<file path="config.mk">
export PLATFORM = sky130hd
export DESIGN_NAME = decimal_text_to_fixed_point_top_flat
export DESIGN_NICKNAME = d
export VERILOG_FILES = /design/src/rtl/dtfx_pkg.sv /design/src/rtl/dtfx_text_if.sv /design/src/rtl/dtfx_result_if.sv /design/src/rtl/decimal_text_to_fixed_point_top.sv /design/src/flat_wrapper.sv
export SDC_FILE = /design/constraint.sdc
export NUM_CORES = 1
export LEC_CHECK = 0
export ABC_AREA = 1
export BUFFER_PORTS_ARGS = -buffer_cell sky130_fd_sc_hd__buf_2
export CAP_MARGIN = 30
export CORE_ASPECT_RATIO = 0.8
export CORE_UTILIZATION = 43
export DETAILED_ROUTE_END_ITERATION = 16
export GPL_TIMING_DRIVEN = 0
export PLACE_DENSITY = 0.7
export SLEW_MARGIN = 5
export SYNTH_ARGS = -nofsm -noshare
export SYNTH_HDL_FRONTEND = slang
export SYNTH_SLANG_ARGS = --single-unit
</file>
<file path="constraint.sdc">
create_clock -name clk -period 8.9 [get_ports clk]
set_input_delay 0.445 -clock clk [delete_from_list [all_inputs] [get_ports clk]]
set_output_delay 0.445 -clock clk [all_outputs]
set_load 0.02 [all_outputs]
</file>
<file path="src/rtl/dtfx_pkg.sv">
// Shared types and constants for the decimal text to fixed point converter.
`default_nettype none
package dtfx_pkg;

	typedef logic [7:0]         char_t;
	typedef logic signed [44:0] value_t;

	typedef enum logic [2:0] {
		PH_START = 3'b001,
		PH_INT   = 3'b010,
		PH_FRAC  = 3'b100
	} phase_t;

	localparam char_t CH_MINUS = 8'h2D;
	localparam char_t CH_POINT = 8'h2E;
	localparam char_t CH_ZERO  = 8'h30;
	localparam char_t CH_NINE  = 8'h39;

	localparam int POW10_W = 27;
	localparam logic [POW10_W-1:0] POW10 [0:8] = '{
		27'd1, 27'd10, 27'd100, 27'd1000, 27'd10000, 27'd100000,
		27'd1000000, 27'd10000000, 27'd100000000
	};

endpackage
`default_nettype wire

</file>
<file path="src/rtl/dtfx_text_if.sv">
// Character input channel: valid/ready with one character and its end mark.
`default_nettype none
interface dtfx_text_if
	import dtfx_pkg::*;
	();
	logic  valid;
	logic  ready;
	char_t char_code;
	logic  last_char;

	modport source (output valid, output char_code, output last_char, input ready);
	modport sink   (input valid, input char_code, input last_char, output ready);
endinterface
`default_nettype wire

</file>
<file path="src/rtl/dtfx_result_if.sv">
// Result output channel: valid/ready with the scaled value and the error flag.
`default_nettype none
interface dtfx_result_if
	import dtfx_pkg::*;
	();
	logic   valid;
	logic   ready;
	value_t scaled_value;
	logic   malformed;

	modport source (output valid, output scaled_value, output malformed, input ready);
	modport sink   (input valid, input scaled_value, input malformed, output ready);
endinterface
`default_nettype wire

</file>
<file path="src/rtl/decimal_text_to_fixed_point_top.sv">
// Decimal text to fixed point converter: one character per transfer, one result per string.
// Takes one character per cycle, back to back, unless a marked character waits on a stalled
// result register. Each character passes an input register, then one step of the parser
// updates a running value that is kept already scaled by 10^FRAC_DIGITS and already signed
// (integer digit: value times ten plus a digit weight; fraction digit: add the digit times
// its place weight), so the marked last character passes from the input register straight
// into the result register. A stalled result register holds back the next marked character
// and everything behind it, while plain characters ahead of it keep flowing. Errors (bad
// character, no integer digit, nonzero digit past FRAC_DIGITS fraction digits, more than
// MAX_INT_DIGITS integer digits) give malformed = 1 with scaled_value = 0.
`default_nettype none
module decimal_text_to_fixed_point_top
	import dtfx_pkg::*;
	#(
		parameter int MAX_INT_DIGITS = 9,
		parameter int FRAC_DIGITS    = 4
	)
	(
		input  logic           clk,
		input  logic           arst_n,
		dtfx_text_if.sink      text,
		dtfx_result_if.source  result
	);

	localparam int ICNT_W = $clog2(MAX_INT_DIGITS + 1);
	localparam int FCNT_W = $clog2(FRAC_DIGITS + 1);
	localparam int TERM_W = POW10_W + 4;
	localparam logic [POW10_W-1:0] INT_WEIGHT = POW10[FRAC_DIGITS];
	localparam logic [ICNT_W-1:0]  INT_MAX    = ICNT_W'(MAX_INT_DIGITS);
	localparam logic [FCNT_W-1:0]  FRAC_MAX   = FCNT_W'(FRAC_DIGITS);
	localparam logic [3:0]         FRAC_TOP   = 4'(FRAC_DIGITS - 1);

	logic        valid_s1;
	char_t       char_s1;
	logic        last_s1;

	phase_t              phase_q, phase_d;
	logic                neg_q, neg_d;
	logic [44:0]         acc_q, acc_d;
	logic [ICNT_W-1:0]   icnt_q, icnt_d;
	logic [FCNT_W-1:0]   fcnt_q, fcnt_d;
	logic                err_q, err_d;

	logic        out_valid_q;
	value_t      value_q;
	logic        malformed_q;

	logic        process;
	logic        is_digit;
	logic [3:0]  digit;
	logic [3:0]  frac_idx;
	logic [TERM_W-1:0] int_term, frac_term;
	logic [44:0] acc_x10, int_acc, frac_acc;
	logic        bad;

	assign process    = valid_s1 && (!last_s1 || !out_valid_q || result.ready);
	assign text.ready = !valid_s1 || process;

	assign is_digit  = (char_s1 >= CH_ZERO) && (char_s1 <= CH_NINE);
	assign digit     = char_s1[3:0];
	assign frac_idx  = FRAC_TOP - 4'(fcnt_q);
	assign int_term  = TERM_W'(digit) * TERM_W'(INT_WEIGHT);
	assign frac_term = TERM_W'(digit) * TERM_W'(POW10[frac_idx]);
	assign acc_x10   = (acc_q << 3) + (acc_q << 1);
	assign int_acc   = neg_q ? acc_x10 - 45'(int_term) : acc_x10 + 45'(int_term);
	assign frac_acc  = neg_q ? acc_q - 45'(frac_term) : acc_q + 45'(frac_term);

	always_comb begin
		phase_d = phase_q;
		neg_d   = neg_q;
		acc_d   = acc_q;
		icnt_d  = icnt_q;
		fcnt_d  = fcnt_q;
		err_d   = err_q;
		if (!err_q) begin
			case (phase_q)
				PH_START, PH_INT: begin
					if (char_s1 == CH_MINUS && phase_q == PH_START) begin
						neg_d   = 1'b1;
						phase_d = PH_INT;
					end else if (char_s1 == CH_POINT) begin
						phase_d = PH_FRAC;
					end else if (is_digit) begin
						phase_d = PH_INT;
						if (icnt_q >= INT_MAX) begin
							err_d = 1'b1;
						end else begin
							acc_d  = int_acc;
							icnt_d = icnt_q + ICNT_W'(1);
						end
					end else begin
						err_d = 1'b1;
					end
				end
				PH_FRAC: begin
					if (!is_digit) begin
						err_d = 1'b1;
					end else if (fcnt_q < FRAC_MAX) begin
						acc_d  = frac_acc;
						fcnt_d = fcnt_q + FCNT_W'(1);
					end else if (digit != 4'd0) begin
						err_d = 1'b1;
					end
				end
				default: err_d = 1'b1;
			endcase
		end
	end

	assign bad = err_d || (icnt_d == '0);

	always_ff @(posedge clk or negedge arst_n) begin
		if (!arst_n) begin
			valid_s1    <= 1'b0;
			phase_q     <= PH_START;
			neg_q       <= 1'b0;
			acc_q       <= '0;
			icnt_q      <= '0;
			fcnt_q      <= '0;
			err_q       <= 1'b0;
			out_valid_q <= 1'b0;
		end else begin
			if (text.ready) begin
				valid_s1 <= text.valid;
			end
			if (process) begin
				if (last_s1) begin
					phase_q <= PH_START;
					neg_q   <= 1'b0;
					acc_q   <= '0;
					icnt_q  <= '0;
					fcnt_q  <= '0;
					err_q   <= 1'b0;
				end else begin
					phase_q <= phase_d;
					neg_q   <= neg_d;
					acc_q   <= acc_d;
					icnt_q  <= icnt_d;
					fcnt_q  <= fcnt_d;
					err_q   <= err_d;
				end
			end
			if (process && last_s1) begin
				out_valid_q <= 1'b1;
			end else if (result.ready) begin
				out_valid_q <= 1'b0;
			end
		end
	end

	always_ff @(posedge clk) begin
		if (text.valid && text.ready) begin
			char_s1 <= text.char_code;
			last_s1 <= text.last_char;
		end
		if (process && last_s1) begin
			value_q     <= bad ? '0 : value_t'(acc_d);
			malformed_q <= bad;
		end
	end

	assign result.valid        = out_valid_q;
	assign result.scaled_value = value_q;
	assign result.malformed    = malformed_q;

endmodule
`default_nettype wire

</file>
<file path="src/flat_wrapper.sv">
// flat-port wrapper written by rule: the top's interface ports become plain ports
module decimal_text_to_fixed_point_top_flat import dtfx_pkg::*;
#(
		parameter int MAX_INT_DIGITS = 9,
		parameter int FRAC_DIGITS    = 4
	)
  (clk, arst_n, text_valid, text_char_code, text_last_char, text_ready, result_valid, result_scaled_value, result_malformed, result_ready);
  dtfx_text_if text_i ();
  dtfx_result_if result_i ();
  input  logic clk;
  input  logic arst_n;
  input wire logic [$bits(text_i.valid)-1:0] text_valid;
  input wire logic [$bits(text_i.char_code)-1:0] text_char_code;
  input wire logic [$bits(text_i.last_char)-1:0] text_last_char;
  output wire logic [$bits(text_i.ready)-1:0] text_ready;
  output wire logic [$bits(result_i.valid)-1:0] result_valid;
  output wire logic [$bits(result_i.scaled_value)-1:0] result_scaled_value;
  output wire logic [$bits(result_i.malformed)-1:0] result_malformed;
  input wire logic [$bits(result_i.ready)-1:0] result_ready;
  assign text_i.valid = text_valid;
  assign text_i.char_code = text_char_code;
  assign text_i.last_char = text_last_char;
  assign text_ready = text_i.ready;
  assign result_valid = result_i.valid;
  assign result_scaled_value = result_i.scaled_value;
  assign result_malformed = result_i.malformed;
  assign result_i.ready = result_ready;
  decimal_text_to_fixed_point_top #(.MAX_INT_DIGITS(MAX_INT_DIGITS), .FRAC_DIGITS(FRAC_DIGITS)) u_core (.clk(clk), .arst_n(arst_n), .text(text_i), .result(result_i));
endmodule
</file>
==> key figures <==
Run status
  – Status: completed

Timing
  – Setup ws final: 0.557 ns
  – Hold Violations, Final: 0
  – Slew Limit Headroom: 0.319
  – Min cycle time layout: around 8.3 ns
  – Period utilization: 0.937
  – Clock Skews: around 0.014 ns
  – Setup violators final: 0
  – Tightest Pin Transition: 1.02 ns
  – Final TNS setup: 0 ns
  – F_max: about 120 MHz
  – RSZ-0062 raised after global routing: false
  – Final Slew Violations: 0

Synth
  – Synth Cell Area: approximately 0.018 mm^2
  – Post-synth EDFFs: 55
  – Netlist cell types: 61
  – Top-area cell type share of the netlist area: 0.146
  – FF+latch count, synth: 114
  – Synth warn: 0
  – Avg Cell Area, Syn: roughly 6.4 um^2
  – Top_reg_cell synth: dfrtp_1
  – Sequential element share of the synthesized area: 0.172
  – Post-synth ARST share: 0.518
  – Mapped Cells: between 2000 and 3000
  – Yosys top cell by area: nand2_1
  – Synth top area cells: nand2_1 (15%), ha_1 (14%), inv_1 (9.3%)

Worst setup path
  – Crit path buf inv count: 7
  – Worst Path Arrival: 8.54 ns
  – Setup CP Type: reg2reg
  – Peak fanout along the critical path: 10
  – CP required: 9.10 ns
  – CP delay by family, top: simple AND/OR/NAND/NOR gates
  – Crit. End Element: flip-flop
  – Critical Path Max Stage Delay: about 0.57 ns
  – Critical Path Source: u_core.fcnt_q[2]
  – Crit Reg-Reg Startpoint: u_core.fcnt_q[2]
  – Worst path most repeated cell: nand3_1
  – Crit start category: flip-flop
  – Worst path slowest cell: fa_1

Layout
  – Nets: ~3200
  – Final instance area: roughly 0.020 mm^2
  – Final Core Density: 0.482
  – Share of layout cells above drive strength 1: 0.0588
  – Ant. Diodes: 0
  – Layout area overhead: 9.08%

Die
  – Cell Rows: 66
  – DIE WIDTH: 232 um
  – DIE AREA: 0.0431 mm^2
  – I/O pins: between 60 and 70
  – Initial core utilization: 0.442
  – Core Region: 0.0411 mm^2
  – Die Y: 186 um

Routing
  – Vias: a little under 20000
  – Post-route ant nets: 0
  – Routed wire length: about 67000 um
  – First-pass DRT Iterations: 6
  – WL/cell: 19.2 um
  – Initial DRC Count: roughly 2200
  – Via density: around 5.6
  – Remaining DRCs: 0

Pwr
  – Worst IR drop on VDD: around 0.00016 V
  – Internal power: 1.49 mW
  – NetSw: 1.41 mW
  – Clock share of power: 0.249
  – Share of total power in combinational logic: 0.522
  – Sw Share: 0.486
  – Pwr dens: about 150 mW/mm^2
  – Seq pwr share: 0.230
  – Static leakage: just over 10 nW

Clock tree
  – Clock root cell: clkbuf_16
  – Clock Latency Late Sink: 0.45 ns
  – Post-CTS setup buffer count: 0
  – PostCTS Resize Cnt: 0
  – Hold buffer count at CTS: 0
  – CTS clk-pin slew, worst paths: roughly 0.070 ns
  – CTS sink cnt: between 100 and 150
  – CTS Buffer Depth: 2
  – TritonCTS buffer count: 17
  – CTS tree: yes
  – Htree depth: 4

Place
  – Post-DP Area: slightly below 0.02 mm^2
  – Final Wtd Congestion: roughly 0.99
  – Post-DP HPWL: 57600 um
  – DP Worst Slack: between 0.8 and 0.9 ns
  – Port Buf Inserts: 60

Global routing
  – Initial antenna violation count: 1
  – Total gr overflow: 0
  – First-pass GRT wire length: ~100000 um
  – All-Layer GR Usage: 0.316
  – Vias in the first global route: 18500
  – Largest net degree at the start of global routing: 60

Min path
  – Hold crit path type: in2async

Job
  – Max_cap viols: 0
[power groups by stage]
stage | combinational, mW | clock [mW] | sequential, mW
after detailed placement | 1.47 | 0 | 0.672
after CTS | 1.48 | 0.721 | 0.662
after global routing | 1.68 | 0.741 | 0.670
after floorplan | 1.06 | 0 | 0.655
after global placement | 1.46 | 0 | 0.671
final | 1.51 | 0.722 | 0.666
[synthesized netlist by cell type (all sizes together) (7+ instances only)]
master	number
nand2	718
inv	458
nor2	306
a21oi	229
o21ai	215
ha	198
nand3	139
xor2	72
dfrtp	58
edfxtp	55
fa	47
a31oi	35
clkbuf	33
xnor2	33
nand4	29
nor3	27
o21bai	23
o22ai	23
or2	23
a21o	17
o211ai	17
nor4	14
a22oi	9
nand3b	9
buf	8
and2	7
o21a	7
[final cells by class]
cell class	count	area, um^2
inverter	462	1730
timing repair buffer	61	323
multi-input combinational	2248	13200
clock inverter	14	165
tap	544	681
buffer	41	174
fill	4280	21300
clock buffer	18	429
sequential	114	3130
[routing by layer]
layer	wire, um	track usage
met5	0	0
met2	28600	0.492
met3	6050	0.0538
met4	1810	0.0950
met1	30700	0.445
[worst paths after layout]
| check | to | slack, ns | cells past startpoint |
|---|---|---|---|
| worst max-delay path | u_core.result.scaled_value[44] | 0.56 | 38 |
| worst min-delay path | u_core.acc_q[35] | 0.11 | 1 |
| worst max register to register | u_core.result.scaled_value[44] | 0.56 | 38 |
| worst min register to register | u_core.acc_q[44] | 0.56 | 2 |
| max in group asynchronous | u_core.fcnt_q[2] | 8.23 | 1 |
| min in group clk | u_core.char_s1[4] | 0.17 | 1 |
[cell families (layout without fill, tap and decap cells)]
family	count (synthesis)	after routing	synth area share
AO/OA/AOI/OAI	604	604	0.188
adder cells (fa/ha/maj)	245	245	0.188
XOR/XNOR	105	105	0.0518
other	2	16	0.000413
AND/OR/NAND/NOR	1278	1278	0.294
buffers and inverters	503	596	0.105
flip-flops	114	114	0.172
[state kept, by name, indices dropped and copies added (netlist names)]
signal,count
u_core.result.valid,1
u_core.last_s1,1
u_core.phase_q,3
u_core.result.malformed,1
u_core.result.scaled_value,45
u_core.err_q,1
u_core.fcnt_q,3
u_core.neg_q,1
u_core.acc_q,45
u_core.valid_s1,1
u_core.char_s1,8
u_core.icnt_q,4
[per-stage QoR]
stage	hold slack, ns	instances	power (mW)
finish	0.106	3502	2.90
global route	0.161	3502	3.09
CTS	0.128	3502	2.86
detailed placement	0.527	3470	2.14
global placement	0.514	3469	2.13
floorplan	0.149	2865	1.72
[placed cells by master (no fill, tap or decap), types with 7 or more instances in the layout]
master	instances
inv_2	8
nand2_2	11
inv_1	450
xor2_1	70
clkbuf_1	33
buf_2	62
o22ai_1	23
nor3_1	27
nand2_1	707
ha_1	198
nor2_1	291
o21bai_1	23
or2_2	22
nand3_1	136
nand4_1	29
a22oi_1	9
a21o_1	17
a31oi_1	34
nor4_1	13
o21ai_0	206
fa_1	47
o211ai_1	17
nor2_2	13
nand3b_1	8
o21a_1	7
a21oi_1	229
conb_1	16
clkbuf_16	17
edfxtp_1	55
dfrtp_1	58
xnor2_1	32
Power figures use the tool's default switching activity.
